**src/rtl/core/sbts_pkg.sv**
```systemverilog
package sbts_pkg;

   localparam int DIGIT_COUNT = 3;
   localparam int SEG_BITS    = 7;
   localparam int FRAME_BITS  = SEG_BITS * DIGIT_COUNT;
   localparam int COUNT_W     = $clog2(FRAME_BITS + 1);
   localparam int TEMP_W      = 10;
   localparam int DIGIT_W     = 4;
   localparam int GAP_W       = 16;
   localparam int REPEAT_W    = 8;
   localparam int CSR_DATA_W  = 16;

   localparam int QUEUE_DEPTH = 4;
   localparam int QPTR_W      = $clog2(QUEUE_DEPTH);
   localparam int QCNT_W      = $clog2(QUEUE_DEPTH + 1);

   // register indexes on the csr port
   localparam logic CSR_GAP_LENGTH     = 1'b0;
   localparam logic CSR_STABLE_REPEATS = 1'b1;

   localparam logic [GAP_W-1:0]    GAP_LENGTH_RST     = GAP_W'(1000);
   localparam logic [REPEAT_W-1:0] STABLE_REPEATS_RST = REPEAT_W'(10);

   typedef struct packed {
      logic [GAP_W-1:0]    gap_length;
      logic [REPEAT_W-1:0] stable_repeats;
   } cfg_type;

   typedef struct packed {
      logic                  valid;
      logic [FRAME_BITS-1:0] bits;
   } frame_push_type;

   typedef struct packed {
      logic               hit;
      logic [DIGIT_W-1:0] digit;
   } seg_match_type;

   function automatic seg_match_type seg_decode(input logic [SEG_BITS-1:0] grp);
      seg_match_type m;
      m.hit = 1'b1;
      unique case (grp)
         7'h3F:   m.digit = 4'd0;
         7'h06:   m.digit = 4'd1;
         7'h5B:   m.digit = 4'd2;
         7'h4F:   m.digit = 4'd3;
         7'h66:   m.digit = 4'd4;
         7'h6D:   m.digit = 4'd5;
         7'h7D:   m.digit = 4'd6;
         7'h07:   m.digit = 4'd7;
         7'h7F:   m.digit = 4'd8;
         7'h6F:   m.digit = 4'd9;
         7'h10:   m.digit = 4'd0;   // lone segment on bit 4
         7'h16:   m.digit = 4'd1;
         7'h00:   m.digit = 4'd0;   // blank digit
         default: begin
            m.hit   = 1'b0;
            m.digit = 4'd0;
         end
      endcase
      return m;
   endfunction

endpackage

```
**src/rtl/core/sbts_front.sv**
```systemverilog
module sbts_front (
   input  logic                    clock,
   input  logic                    reset,
   input  logic                    accept,
   input  logic                    clock_level,
   input  logic                    data_level,
   input  sbts_pkg::cfg_type       cfg,
   output sbts_pkg::frame_push_type push
);
   import sbts_pkg::*;

   logic                  synced_ff, synced_in;
   logic                  prev_clock_ff, prev_clock_in;
   logic [GAP_W-1:0]      low_run_ff, low_run_in;
   logic [FRAME_BITS-1:0] bit_store_ff, bit_store_in;
   logic [COUNT_W-1:0]    bit_count_ff, bit_count_in;

   logic [GAP_W-1:0]      gap;
   logic                  gap_hit;
   logic [FRAME_BITS-1:0] store_cap;
   logic [COUNT_W-1:0]    count_cap;

   assign gap = (cfg.gap_length == '0) ? GAP_W'(1) : cfg.gap_length;

   always_comb begin
      store_cap = bit_store_ff;
      count_cap = bit_count_ff;
      if (prev_clock_ff && !clock_level && synced_ff &&
          bit_count_ff < COUNT_W'(FRAME_BITS)) begin
         store_cap = bit_store_ff | (FRAME_BITS'(data_level) << bit_count_ff);
         count_cap = bit_count_ff + COUNT_W'(1);
      end

      gap_hit    = 1'b0;
      low_run_in = low_run_ff;
      if (clock_level) begin
         low_run_in = '0;
      end else if (low_run_ff < gap) begin
         low_run_in = low_run_ff + GAP_W'(1);
         gap_hit    = (low_run_in == gap);
      end

      prev_clock_in = clock_level;
      synced_in     = synced_ff;
      bit_store_in  = store_cap;
      bit_count_in  = count_cap;
      push.valid    = 1'b0;
      push.bits     = store_cap;
      if (gap_hit) begin
         // a frame that is short goes nowhere; it cannot change the reading
         push.valid   = accept && synced_ff && (count_cap == COUNT_W'(FRAME_BITS));
         synced_in    = 1'b1;
         bit_store_in = '0;
         bit_count_in = '0;
      end
   end

   always_ff @(posedge clock) begin
      if (reset) begin
         synced_ff     <= 1'b0;
         prev_clock_ff <= 1'b0;
         low_run_ff    <= '0;
         bit_store_ff  <= '0;
         bit_count_ff  <= '0;
      end else if (accept) begin
         synced_ff     <= synced_in;
         prev_clock_ff <= prev_clock_in;
         low_run_ff    <= low_run_in;
         bit_store_ff  <= bit_store_in;
         bit_count_ff  <= bit_count_in;
      end
   end

endmodule

```
**src/rtl/core/sbts_fifo.sv**
```systemverilog
module sbts_fifo (
   input  logic                                 clock,
   input  logic                                 reset,
   input  sbts_pkg::frame_push_type             push,
   output logic                                 full,
   output logic                                 head_valid,
   output logic [sbts_pkg::FRAME_BITS-1:0]      head_bits,
   input  logic                                 pop
);
   import sbts_pkg::*;

   logic [FRAME_BITS-1:0] slot_ff [QUEUE_DEPTH];
   logic [QPTR_W-1:0]     wr_ptr_ff, rd_ptr_ff;
   logic [QCNT_W-1:0]     count_ff;
   logic                  do_pop;

   assign full       = (count_ff == QCNT_W'(QUEUE_DEPTH));
   assign head_valid = (count_ff != '0);
   assign head_bits  = slot_ff[rd_ptr_ff];
   assign do_pop     = pop && head_valid;

   always_ff @(posedge clock) begin
      if (push.valid) begin
         slot_ff[wr_ptr_ff] <= push.bits;
      end
   end

   always_ff @(posedge clock) begin
      if (reset) begin
         wr_ptr_ff <= '0;
         rd_ptr_ff <= '0;
         count_ff  <= '0;
      end else begin
         if (push.valid) begin
            wr_ptr_ff <= wr_ptr_ff + QPTR_W'(1);
         end
         if (do_pop) begin
            rd_ptr_ff <= rd_ptr_ff + QPTR_W'(1);
         end
         case ({push.valid, do_pop})
            2'b10:   count_ff <= count_ff + QCNT_W'(1);
            2'b01:   count_ff <= count_ff - QCNT_W'(1);
            default: count_ff <= count_ff;
         endcase
      end
   end

endmodule

```
**src/rtl/core/sbts_back.sv**
```systemverilog
module sbts_back (
   input  logic                              clock,
   input  logic                              reset,
   input  sbts_pkg::cfg_type                 cfg,
   input  logic                              head_valid,
   input  logic [sbts_pkg::FRAME_BITS-1:0]   head_bits,
   output logic                              pop,
   output logic                              out_valid,
   output logic [sbts_pkg::TEMP_W-1:0]       out_value,
   input  logic                              out_ready
);
   import sbts_pkg::*;

   // decode stage
   logic              s1_valid_ff, s1_valid_in;
   logic              s1_ok_ff;
   logic [TEMP_W-1:0] s1_value_ff;
   logic              dec_ok;
   logic [TEMP_W-1:0] dec_value;

   // stability state
   logic              cand_valid_ff, cand_valid_in;
   logic [TEMP_W-1:0] cand_value_ff, cand_value_in;
   logic [REPEAT_W-1:0] repeat_ff, repeat_in;
   logic [TEMP_W-1:0] reported_ff, reported_in;
   logic              emit;

   logic              out_valid_ff;
   logic [TEMP_W-1:0] out_value_ff;

   logic              s2_fire, s1_load;

   // most significant digit sits in the lowest group
   always_comb begin
      seg_match_type m;
      dec_ok    = 1'b1;
      dec_value = '0;
      for (int n = 0; n < DIGIT_COUNT; n++) begin
         m         = seg_decode(head_bits[SEG_BITS*n +: SEG_BITS]);
         dec_ok    = dec_ok && m.hit;
         dec_value = TEMP_W'(dec_value * TEMP_W'(10) + TEMP_W'(m.digit));
      end
   end

   assign s2_fire     = s1_valid_ff && (!out_valid_ff || out_ready);
   assign s1_load     = !s1_valid_ff || s2_fire;
   assign pop         = head_valid && s1_load;
   assign s1_valid_in = s1_load ? head_valid : s1_valid_ff;

   always_comb begin
      cand_valid_in = cand_valid_ff;
      cand_value_in = cand_value_ff;
      repeat_in     = repeat_ff;
      reported_in   = reported_ff;
      emit          = 1'b0;
      if (s1_ok_ff) begin
         if (!cand_valid_ff || s1_value_ff == cand_value_ff) begin
            cand_valid_in = 1'b1;
            cand_value_in = s1_value_ff;
            if (repeat_ff < cfg.stable_repeats) begin
               repeat_in = repeat_ff + REPEAT_W'(1);
            end
            if (repeat_in >= cfg.stable_repeats && reported_ff != s1_value_ff) begin
               reported_in = s1_value_ff;
               emit        = 1'b1;
            end
         end else begin
            repeat_in     = '0;
            cand_value_in = s1_value_ff;
         end
      end
   end

   always_ff @(posedge clock) begin
      if (s1_load) begin
         s1_ok_ff    <= dec_ok && (dec_value != '0);
         s1_value_ff <= dec_value;
      end
      if (s2_fire && emit) begin
         out_value_ff <= s1_value_ff;
      end
   end

   always_ff @(posedge clock) begin
      if (reset) begin
         s1_valid_ff   <= 1'b0;
         cand_valid_ff <= 1'b0;
         cand_value_ff <= '0;
         repeat_ff     <= '0;
         reported_ff   <= '0;
         out_valid_ff  <= 1'b0;
      end else begin
         s1_valid_ff <= s1_valid_in;
         if (s2_fire) begin
            cand_valid_ff <= cand_valid_in;
            cand_value_ff <= cand_value_in;
            repeat_ff     <= repeat_in;
            reported_ff   <= reported_in;
         end
         if (s2_fire && emit) begin
            out_valid_ff <= 1'b1;
         end else if (out_ready) begin
            out_valid_ff <= 1'b0;
         end
      end
   end

   assign out_valid = out_valid_ff;
   assign out_value = out_value_ff;

endmodule

```
**src/rtl/core/segment_bus_temperature_sniffer.sv**
```systemverilog
// Path: a reading leaves on rsp_ once the gap sample that closes its frame has passed
//   the queue write, decode register and output register, later if rsp_tready is held low.
// Throughput: one sample per cycle; req_tready drops only while the frame queue is full.
// Reset: synchronous, active high; clears sync, counters, queue and stability state,
//   and loads gap_length = 1000, stable_repeats = 10.
module segment_bus_temperature_sniffer (
   input  logic                              clock,
   input  logic                              reset,
   input  logic                              req_tvalid,
   output logic                              req_tready,
   input  logic [7:0]                        req_tdata,  // [0] clock_level, [1] data_level
   output logic                              rsp_tvalid,
   input  logic                              rsp_tready,
   output logic [15:0]                       rsp_tdata,  // [9:0] stable_temperature
   input  logic                              csr_we,
   input  logic                              csr_index,
   input  logic [sbts_pkg::CSR_DATA_W-1:0]   csr_wdata
);
   import sbts_pkg::*;

   cfg_type               cfg_ff;
   frame_push_type        push;
   logic                  q_full, q_head_valid, q_pop;
   logic [FRAME_BITS-1:0] q_head_bits;
   logic [TEMP_W-1:0]     out_value;
   logic                  accept;

   always_ff @(posedge clock) begin
      if (reset) begin
         cfg_ff.gap_length     <= GAP_LENGTH_RST;
         cfg_ff.stable_repeats <= STABLE_REPEATS_RST;
      end else if (csr_we) begin
         unique case (csr_index)
            CSR_GAP_LENGTH:     cfg_ff.gap_length     <= csr_wdata[GAP_W-1:0];
            CSR_STABLE_REPEATS: cfg_ff.stable_repeats <= csr_wdata[REPEAT_W-1:0];
            default:            cfg_ff <= cfg_ff;
         endcase
      end
   end

   assign req_tready = !q_full;
   assign accept     = req_tvalid && req_tready;

   sbts_front u_front (
      .clock       (clock),
      .reset       (reset),
      .accept      (accept),
      .clock_level (req_tdata[0]),
      .data_level  (req_tdata[1]),
      .cfg         (cfg_ff),
      .push        (push)
   );

   sbts_fifo u_fifo (
      .clock      (clock),
      .reset      (reset),
      .push       (push),
      .full       (q_full),
      .head_valid (q_head_valid),
      .head_bits  (q_head_bits),
      .pop        (q_pop)
   );

   sbts_back u_back (
      .clock      (clock),
      .reset      (reset),
      .cfg        (cfg_ff),
      .head_valid (q_head_valid),
      .head_bits  (q_head_bits),
      .pop        (q_pop),
      .out_valid  (rsp_tvalid),
      .out_value  (out_value),
      .out_ready  (rsp_tready)
   );

   assign rsp_tdata = {(16 - TEMP_W)'(0), out_value};

endmodule

```
**config.mk**
```make
export PLATFORM = sky130hd
export DESIGN_NAME = segment_bus_temperature_sniffer
export DESIGN_NICKNAME = d
export VERILOG_FILES = /design/src/rtl/core/sbts_pkg.sv /design/src/rtl/core/sbts_front.sv /design/src/rtl/core/sbts_fifo.sv /design/src/rtl/core/sbts_back.sv /design/src/rtl/core/segment_bus_temperature_sniffer.sv
export SDC_FILE = /design/constraint.sdc
export NUM_CORES = 1
export LEC_CHECK = 0
export BUFFER_PORTS_ARGS = -buffer_cell sky130_fd_sc_hd__buf_4
export CAP_MARGIN = 20
export CORE_MARGIN = 3
export CORE_UTILIZATION = 40
export DETAILED_ROUTE_END_ITERATION = 7
export GPL_TIMING_DRIVEN = 0
export PLACE_DENSITY = 0.61
export SETUP_SLACK_MARGIN = 0.3
export SYNTH_ARGS = -nofsm -noshare
export SYNTH_HDL_FRONTEND = slang
export SYNTH_SLANG_ARGS = --single-unit
```
**constraint.sdc**
```tcl
create_clock -name clock -period 10.6 [get_ports clock]
set_clock_uncertainty 0.2 [all_clocks]
set_input_delay 2.12 -clock clock [delete_from_list [all_inputs] [get_ports clock]]
set_output_delay 2.12 -clock clock [all_outputs]
set_load 0.02 [all_outputs]
```
Yosys cells after proc, flatten, opt, wreduce, memory -nomap -nowiden
Memories as Yosys holds them, arrays and structs flattened. A register that Yosys moved wholly into a read port is not among the register bits.
Index checks and enable logic that the tools add are counted.
Word-level totals
  bits in registers: 127
  latch bits: 0
  RAM bits: 84
  bits in read-only memories: 0
  word-level logic and storage cells: 155
  memories: 1
Memories
  u_fifo.slot_ff: words 4, bits a word 21, read ports 1, clocked after Yosys merged registers in 1, wr ports 1, line sbts_fifo.sv:12  | logic [FRAME_BITS-1:0] slot_ff [QUEUE_DEPTH];
Cells by class
  add/subtract/negate cells: 9
  multiply operators: 2
  divide/modulo/power cells: 0
  $lt $le $gt $ge: 4
  eq/ne operators: 43
  shifts and indexed selects: 1
  multiplexer cells: 30
  bitwise logic cells: 2
  reduce and logical (&&, ||, !) cells: 44
Operators with widths (count)
  7-bit == test, second input constant: 21
  4-bit case mux with 9 select lines: 3
  16-bit two-way mux: 3
  7-bit by 3-bit == test with 1-bit output, second input constant: 6
  7-bit by 5-bit == test with 1-bit output, second input constant: 6
  21-bit two-way mux: 2
  13-bit OR reduction: 3
  8-bit two-way mux: 4
  7-bit by 6-bit == test with 1-bit output, second input constant: 3
  7-bit zero test: 3
  21-bit bitwise OR: 1
  1-bit by 5-bit left shift with 21-bit output: 1
  10-bit by 4-bit adder with 10-bit output: 2
  16-bit by 1-bit adder with 16-bit output, second input constant: 1
  16-bit == test: 1
  16-bit zero test: 1
  16-bit less-than comparator: 1
  1-bit logical AND: 14
  1-bit two-way mux: 13
  10-bit == test: 1
  10-bit by 3-bit multiplier with 9-bit output, second input constant: 1
  5-bit two-way mux: 2
  10-bit != test: 1
  2-bit AND reduction: 5
  24 further kinds: 36

Longest topological paths before layout
Gate-level depths: netlist of the first run.
  word-level depth: 11
  gate-level depth with buffers: 25

Hierarchy
From an unflattened synthesis of the first run, not the netlist that was laid out.
Unflattened totals
  cell total of the unflattened synthesis: 1115
  area, all modules: 11474.8 um2
Modules (own cells, without submodules)
  sbts_back: times used 1, cells an instance 457, area each 3907.5 um2, seq. area each 1251.2 um2
  sbts_fifo: times used 1, cells an instance 157, area each 3480.8 um2, seq. area each 2702.6 um2
  sbts_front: times used 1, cells an instance 391, area each 3000.4 um2, seq. area each 880.8 um2
  segment_bus_temperature_sniffer: times used 1, cells an instance 110, area each 1086.0 um2, seq. area each 480.5 um2

Worst setup path after synthesis of the first run
Ideal clock, no wire load.
  path type: register -> register
  start: register (tool-made name)
  end: register u_back.s1_ok_ff, data pin
  setup time: 265 ps
  data arrival time: 5460 ps
  required time: 10135 ps
  setup slack: 4675 ps
  stages on the path, launching flop included: 21
  buffers on the path: 2
  cells stage by stage: dfxtp_1 buf_6 buf_6 mux4_2 nor4_1 a21oi_1 o21ai_0 ha_1 ha_1 inv_1 fa_1 o32ai_1 xor2_1 xnor2_1 ha_1 ha_1 xnor2_1 xor2_1 or4_1 nor4_1 nor3_1
RTL lines
  end signal: assignment: line sbts_back.sv:76  | s1_ok_ff <= dec_ok && (dec_value != '0);
  end: declaration: line sbts_back.sv:16  | logic s1_ok_ff;

==> metrics.md, run 1 <==
| Metric | Value |
|---|---|
| Outcome | finished clean |
| Leak | 4.91 nW |
| Synth Flop Type | dfxtp_1 |
| Max_cap viols | 0 |
| Vias in the first global route | 8,027 |
| Layout Nets | 1,242 |
| Total power | 2.00 mW |
| Sink Count | 213 |
| Die W | 173 µm |
| WL final | 24,400 µm |
| First drt pass iteration count | 5 |
| CTS root buffer | clkbuf_16 |
| Crit path time final | 6750 ps |
| Tightest Pin Transition | 1070 ps |
| P&R area growth vs syn | 15.0% |
| Syn Inst Count | 1,078 |
| Worst setup SP type | register |
| Synth unique cells | 77 |
| Post-CTS sizing | 0 |
| # hold bufs at CTS | 0 |
| ANT cells | 0 |
| Crit path DAT | 6790 ps |
| Register area share after synthesis | 47.4% |
| Sum Neg Setup Slack | 0 ps |
| Clk Latency, worst-skew pair | 530 ps |
| Asr flop ratio synth | 0% |
| Maximum vdd drop | 0.106 mV |
| Vert. Die Dim | 173 µm |
| First-pass GRT wire length | 41,200 µm |
| Endpoints failing setup | 0 |
| Largest net degree at the start of global routing | 22 |
| Final worst path period share | 63.7% |
| Detailed-route wire length per cell | 15.9 µm |
| Filler Cells Inserted | 2,535 |
| # IOs | 48 |
| Row count | 60 |
| Mapped cell area | 11,200 µm² |
| Max_slew headroom | 28.8% |
| Vias | 8,106 |
| Data required, critical path | 10,650 ps |
| Reg-to-reg endpoint | u_back.s1_ok_ff$_DFFE_PN_ |
| Critical path peak fanout | 10 |
| Worst reg2reg path depth | 20 |
| DP Wirelength | 17,700 µm |
| CP Capture Point | u_back.s1_ok_ff$_DFFE_PN_ |
| Initial Util | 41.1% |
| Crit Path Class | reg2reg |
| Routed Antenna Nets | 0 |
| CTS Buf Count | 24 |
| Clock-pin slew on the worst setup and hold paths | 60 ps |
| Max Freq | 148 MHz |
| Max H-tree Level | 1 |
| Final hold violation count | 0 |
| Hold WC Path Type | reg2reg |
| GPL Wtd Cong | 0.825 |
| Die footprint | 30,100 µm² |
| Initial DRC Count | 512 |
| PortBufs | 34 |
| Overflow after GRT | 0 |
| GRT Total Usage | 16.3% |
| Fraction of layout cells with a size suffix above 1 | 11.6% |
| Number of synthesized register bits | 213 |
| Mean area per synthesized cell | 10.4 µm² |
| Unrepaired setup endpoints after global routing | false |
| Final Max Slew Viols | 0 |
| Commonest non-fill, non-tap cells in the layout | nand2_1 (123), dfxtp_1 (108), edfxtp_1 (105), nor2_1 (77), a21oi_1 (65) |
| Commonest non-fill, non-tap cell in the layout | nand2_1 |
| Bufs on Longest Clock Path | 3 |
| Reg2Reg Setup Slack | 3850 ps |
| CTS tree | done |
| Post-synth EDFFs | 105 |
| Initial antenna violation count | 0 |
| Power per cell area | 155 nW/µm² |
| Number of vias per cell | 5.27 |
| Postcts setup bufs | 0 |
| FF+latch area | 5320 µm² |
| DRC viols | 0 |
| Synth Warn # | 0 |
| Multi-input logic area | 5470 µm² |
| Critical path capture point type | register |
| Core area | 27,300 µm² |
[where the power goes]
| group | switching, mW | leakage, nW | total (mW) | internal, mW |
|---|---|---|---|---|
| Combinational | 0.137 | 2.84 | 0.227 | 0.0902 |
| Sequential | 0.0187 | 1.67 | 0.897 | 0.878 |
| Clock | 0.336 | 0.404 | 0.877 | 0.541 |
| Total | 0.492 | 4.91 | 2.00 | 1.51 |
[cell usage after synthesis, drive strengths merged, types with 3 or more instances]
cell type,count,area share [%]
a211oi,7,0.51
a21o,34,2.3
a21oi,65,2.9
a22oi,3,0.20
a311oi,15,1.2
a31o,4,0.31
a31oi,11,0.61
a41oi,3,0.23
and2,15,0.84
and3,9,0.50
and4,7,0.57
buf,20,1.2
clkbuf,36,1.2
dfxtp,108,19
edfxtp,105,28
fa,5,0.89
ha,60,6.7
inv,45,1.5
mux2i,15,1.3
mux4,21,4.2
nand2,123,4.1
nand2b,9,0.50
nand3,20,0.89
nand3b,7,0.47
nand4,12,0.92
nor2,77,2.6
nor2b,13,0.79
nor3,21,0.94
nor3b,7,0.47
nor4,17,1.3
o211ai,3,0.20
o21a,6,0.40
o21ai,52,2.3
o21bai,3,0.20
o31ai,5,0.38
or3,12,0.67
or4,3,0.20
xnor2,33,2.6
xor2,38,3.0
[state kept, by name (all words and copies together) (netlist names), 3 cells and up, named ones only]
name                  flops
u_fifo.slot_ff           84
cfg_ff                   24
u_front.bit_store_ff     21
u_front.low_run_ff       16
u_back.cand_value_ff     10
u_back.out_value         10
u_back.reported_ff       10
u_back.s1_value_ff       10
u_back.repeat_ff          8
u_front.bit_count_ff      5
u_fifo.count_ff           3
[worst min-delay path by stage]
stage / cells after the start / endpoint / startpoint / slack, ps
2_1_floorplan: 2 / cfg_ff[2]$_SDFFE_PP0P_ / cfg_ff[2]$_SDFFE_PP0P_ / 240
3_5_place_dp: 2 / cfg_ff[4]$_SDFFE_PP0P_ / cfg_ff[4]$_SDFFE_PP0P_ / 250
6_report: 2 / cfg_ff[4]$_SDFFE_PP0P_ / cfg_ff[4]$_SDFFE_PP0P_ / 260
5_1_grt: 2 / cfg_ff[5]$_SDFFE_PP0P_ / cfg_ff[5]$_SDFFE_PP0P_ / 290
3_3_place_gp: 2 / cfg_ff[4]$_SDFFE_PP0P_ / cfg_ff[4]$_SDFFE_PP0P_ / 250
4_1_cts: 2 / cfg_ff[4]$_SDFFE_PP0P_ / cfg_ff[4]$_SDFFE_PP0P_ / 260
[metal layers]
layer  routed length, µm  vias to the layer above  part of all wire (%)  GRT usage, %
li1                    -                     4065                     -             -
met1               11900                     3864                    49          23.5
met2               11300                      159                    46          26.2
met3                1000                       18                   4.1          2.28
met4                 313                        0                   1.3          3.48
met5                   0                        -                     0             0
[final cells by class]
cell class / instances / area share (%)
multi-input combinational: 769 / 42.5
inverter: 45 / 1.31
sequential: 213 / 41.3
timing repair buffer: 38 / 2.64
buffer: 56 / 2.10
tap: 372 / 3.61
clock inverter: 17 / 1.86
clock buffer: 27 / 4.75
[metrics by stage]
stage	std cells	util [%]	area [µm²]	hold slack, ps	setup slack, ps
after floorplan	1083	-	11200	236	4670
after global placement	1489	43.8	11900	246	3750
after detailed placement	1490	43.9	12000	249	3740
after CTS	1534	47.0	12800	258	3720
after global routing	1537	47.3	12900	287	3210
final	1537	47.3	12900	256	3850
[cells by family (layout without fill, tap and decap cells)]
group / after synthesis / after routing / synth area share, %
compound gates: 228 / 228 / 13.1
xor+xnor: 72 / 72 / 5.76
fa+ha+maj: 65 / 65 / 7.59
buf+inv: 101 / 183 / 3.92
flops: 213 / 213 / 47.4
mux: 38 / 38 / 5.76
other cells: 1 / 6 / 0.0335
simple gates: 360 / 360 / 16.4
[critical path: stages (launching register included)]
cell and delay, ps:
dfxtp_1 360, buf_2 270, buf_1 540, mux4_2 490, nor4_1 340, a21oi_1 70, o21ai_0 430, ha_1 330
ha_1 210, inv_1 70, fa_1 460, o32ai_1 440, xor2_1 250, xnor2_1 150, ha_1 250, ha_1 330
xnor2_1 280, xor2_1 120, or4_1 500, nor4_1 260, nor3_1 130
Power figures use the tool's default switching activity.
==> inputs of run 2 (changes only) <==
--- a/config.mk
+++ b/config.mk
@@ -5,13 +5,14 @@
 export SDC_FILE = /design/constraint.sdc
 export NUM_CORES = 1
 export LEC_CHECK = 0
+export ABC_AREA = 1
 export BUFFER_PORTS_ARGS = -buffer_cell sky130_fd_sc_hd__buf_4
 export CAP_MARGIN = 20
 export CORE_MARGIN = 3
 export CORE_UTILIZATION = 40
 export DETAILED_ROUTE_END_ITERATION = 7
 export GPL_TIMING_DRIVEN = 0
-export PLACE_DENSITY = 0.61
+export PLACE_DENSITY = 0.63
 export SETUP_SLACK_MARGIN = 0.3
 export SYNTH_ARGS = -nofsm -noshare
 export SYNTH_HDL_FRONTEND = slang
==> constraint.sdc (replaced) <==
create_clock -name clock -period 6 [get_ports clock]
set_clock_uncertainty 0.2 [all_clocks]
set_input_delay 1.2 -clock clock [delete_from_list [all_inputs] [get_ports clock]]
set_output_delay 1.2 -clock clock [all_outputs]
set_load 0.02 [all_outputs]
==> run 2 against run 1 <==
  * Sequential cell count unchanged
  * Synthesized cell count up 35%
  * Register-to-register slack worse by 3100 ps
  * Critical path type unchanged
  * Largest cell class unchanged
  * Largest power group unchanged
==> metrics.md, run 2 <==
| Metric | Value |
|---|---|
| Outcome | finished clean |
| DR WL met2 | 12,300 µm |
| CTS Buf Count | 24 |
| Vias | 9,605 |
| Sequential share of power | 37.4% |
| Detailed-route wire length per cell | 14.2 µm |
| Synth unique cells | 53 |
| Commonest non-fill, non-tap cells in the layout | nand2_1 (346), inv_1 (197), nand3_1 (128), a21oi_1 (109), dfxtp_1 (108) |
| Max_cap viols | 0 |
| First-pass GRT wire length | 45,500 µm |
| ANT cells | 0 |
| Crit path time final | 5290 ps |
| Mapped cell area | 11,600 µm² |
| Max H-tree Level | 1 |
| Layout Nets | 1,621 |
| Bufs on Longest Clock Path | 3 |
| DRT met1 WL | 12,900 µm |
| Synth cell count leaders | nand2_1 (347), inv_1 (197), nand3_1 (129) |
| Placed Instance Area | 12,500 µm² |
| Max Used Layer | met4 |
| Crit path DAT | 5360 ps |
| DP Wirelength | 20,200 µm |
| Leak | 5.91 nW |
| Die W | 177 µm |
| Sink Count | 213 |
| CP delay by family, top | simple AND/OR/NAND/NOR gates |
| Biggest registers after layout | u_fifo.slot_ff x84, cfg_ff x24, u_front.bit_store_ff x21 |
| Placement Setup Slack | 248 ps |
| Routed Antenna Nets | 0 |
| WL final | 27,300 µm |
| Commonest non-fill, non-tap cell in the layout | nand2_1 |
| Maximum vdd drop | 0.270 mV |
| Syn Inst Count | 1,453 |
| Synth Warn # | 0 |
| Power per cell area | 326 nW/µm² |
| Number of vias per cell | 5.00 |
| GPL Wtd Cong | 0.886 |
| Worst setup SP type | register |
| Number of synthesized register bits | 213 |
| Most flop-heavy register | u_fifo.slot_ff |
| Register area share after synthesis | 45.6% |
| Sum Neg Setup Slack | 0 ps |
| Total power | 4.36 mW |
| Overflow after GRT | 0 |
| Top cells by area, synth | edfxtp_1 (27%), dfxtp_1 (19%), nand2_1 (11%) |
| Area leader, netlist | edfxtp_1 |
| Clock-pin slew on the worst setup and hold paths | 60 ps |
| Finished Core Util | 47.3% |
| Final hold violation count | 0 |
| Initial Util | 41.3% |
| Max Freq | 189 MHz |
| PortBufs | 35 |
| Mean area per synthesized cell | 8.02 µm² |
| Hold WC Path Type | reg2reg |
| Max_slew headroom | 35.3% |
| Synth Flop Type | dfxtp_1 |
| Tightest Pin Transition | 962 ps |
| Synth top area share | 27.1% |
| Fraction of layout cells with a size suffix above 1 | 9.33% |
| Data required, critical path | 6070 ps |
| Most frequent cell after synthesis | nand2_1 |
| CTS root buffer | clkbuf_16 |
| Unrepaired setup endpoints after global routing | false |
| DRC viols | 0 |
| Vert. Die Dim | 177 µm |
| Initial DRC Count | 566 |
| GRT Total Usage | 17.6% |
| Core area | 28,200 µm² |
| # IOs | 48 |
| Final Max Slew Viols | 0 |
| Slowest-stage cell, CP | fa_1 |
| Filler Cells Inserted | 2,779 |
| Asr flop ratio synth | 0% |
| Clk Latency, worst-skew pair | 520 ps |
| HP Start | u_fifo.count_ff[0]$_SDFFE_PP0P_ |
| Initial antenna violation count | 0 |
| Cell area after layout | 13,400 µm² |
| Detailed route wirelength on metal3 | 1320 µm |
| Critical path capture point type | register |
| Comb pwr share | 29.5% |
| Cell internal pwr | 2.87 mW |
| Clock share of power | 33.1% |
| P&R area growth vs syn | 14.7% |
| Crit-path max cell delay | 570 ps |
| Vias in the first global route | 9,177 |
| Worst Path Buf+Inv | 4 |
| Crit Path Class | reg2reg |
| Largest net degree at the start of global routing | 17 |
| Row count | 61 |
| Final worst path period share | 88.2% |
| First drt pass iteration count | 5 |
| Cell mode on critical path | nand2_1 |
| Worst setup margin | 710 ps |
| Die footprint | 31,200 µm² |
| Critical path peak fanout | 10 |
| Post-synth EDFFs | 105 |
| CTS tree | done |
| Sw frac | 34.1% |
| Switch Pwr | 1.48 mW |
| Max FFs per register | 84 |
| Endpoints failing setup | 0 |
run 2: cell type report:
| cell class | count | area, µm² | area share (%) |
|---|---|---|---|
| multi-input cells | 994 | 5380 | 40.3 |
| flip-flops and latches | 213 | 5320 | 39.8 |
| inverters | 201 | 757 | 5.66 |
| clock buffers | 31 | 648 | 4.85 |
| well taps | 378 | 473 | 3.54 |
| repair buffers | 42 | 367 | 2.74 |
| plain buffers | 50 | 293 | 2.19 |
| clock inverters | 13 | 130 | 0.974 |
run 2: power groups by stage:
stage	Clock [mW]	Combinational, mW	Sequential [mW]
floorplan	0	0.938	1.64
global placement	0	1.21	1.66
detailed placement	0	1.23	1.66
CTS	1.47	1.24	1.63
global route	1.54	1.46	1.64
finish	1.44	1.28	1.63
run 2: stage by stage:
step	hold WS, ps	std cells
finish	254	1922
CTS	258	1919
global route	279	1922
detailed placement	251	1875
global placement	240	1871
floorplan	222	1458
run 2: cells by family (layout without fill, tap and decap cells):
family / after synthesis / count (layout) / share of synthesized area [%]
AND/OR/NAND/NOR: 670 / 670 / 25.1
buffers and inverters: 251 / 337 / 8.96
AO/OA/AOI/OAI: 222 / 222 / 10.6
flip-flops: 213 / 213 / 45.6
adder cells (fa/ha/maj): 65 / 65 / 7.30
XOR/XNOR: 31 / 31 / 2.45
other: 1 / 6 / 0.0322
run 2: path summary, 6_finish.rpt:
kind,endpoint,slack (ps),depth (start not counted)
setup reg to reg,u_back.s1_ok_ff$_DFFE_PN_,710,26
setup / recovery,u_back.s1_ok_ff$_DFFE_PN_,710,26
hold / removal,u_fifo.count_ff[0]$_SDFFE_PP0P_,250,1
hold reg to reg,u_fifo.count_ff[0]$_SDFFE_PP0P_,250,1
run 2: worst reg2reg max path: stages (launching register included):
cell and delay (ps):
dfxtp_1 360, buf_2 280, buf_2 310, nand3_1 180, nand2_4 140, nand2_1 60
nor2_1 90, nand4_1 180, nand4_1 200, ha_1 250, ha_1 340, a21oi_2 190
nand2_1 70, nand2_1 120, nand2_1 60, inv_1 80, ha_1 270, fa_1 570
inv_1 60, nor2_2 170, nand2_1 90, nor2_2 170, nor2_1 90, nor4_1 180
nand3_1 110, nor2_1 110, a21oi_1 70
run 2: layer usage:
| metal | GRT usage (%) | vias to the layer above |
|---|---|---|
| li1 | - | 4976 |
| met1 | 24.1 | 4411 |
| met2 | 29.0 | 171 |
| met3 | 2.72 | 47 |
| met4 | 5.04 | 0 |
| met5 | 0 | - |
run 2: timing repair:
item                                   CTS  global route
hold buffers                             0             0
endpoints found under the hold margin    0             0
setup buffers                            0             3
setup endpoints to repair                2             3
resized for setup                        1            15
pin swaps                                0             4
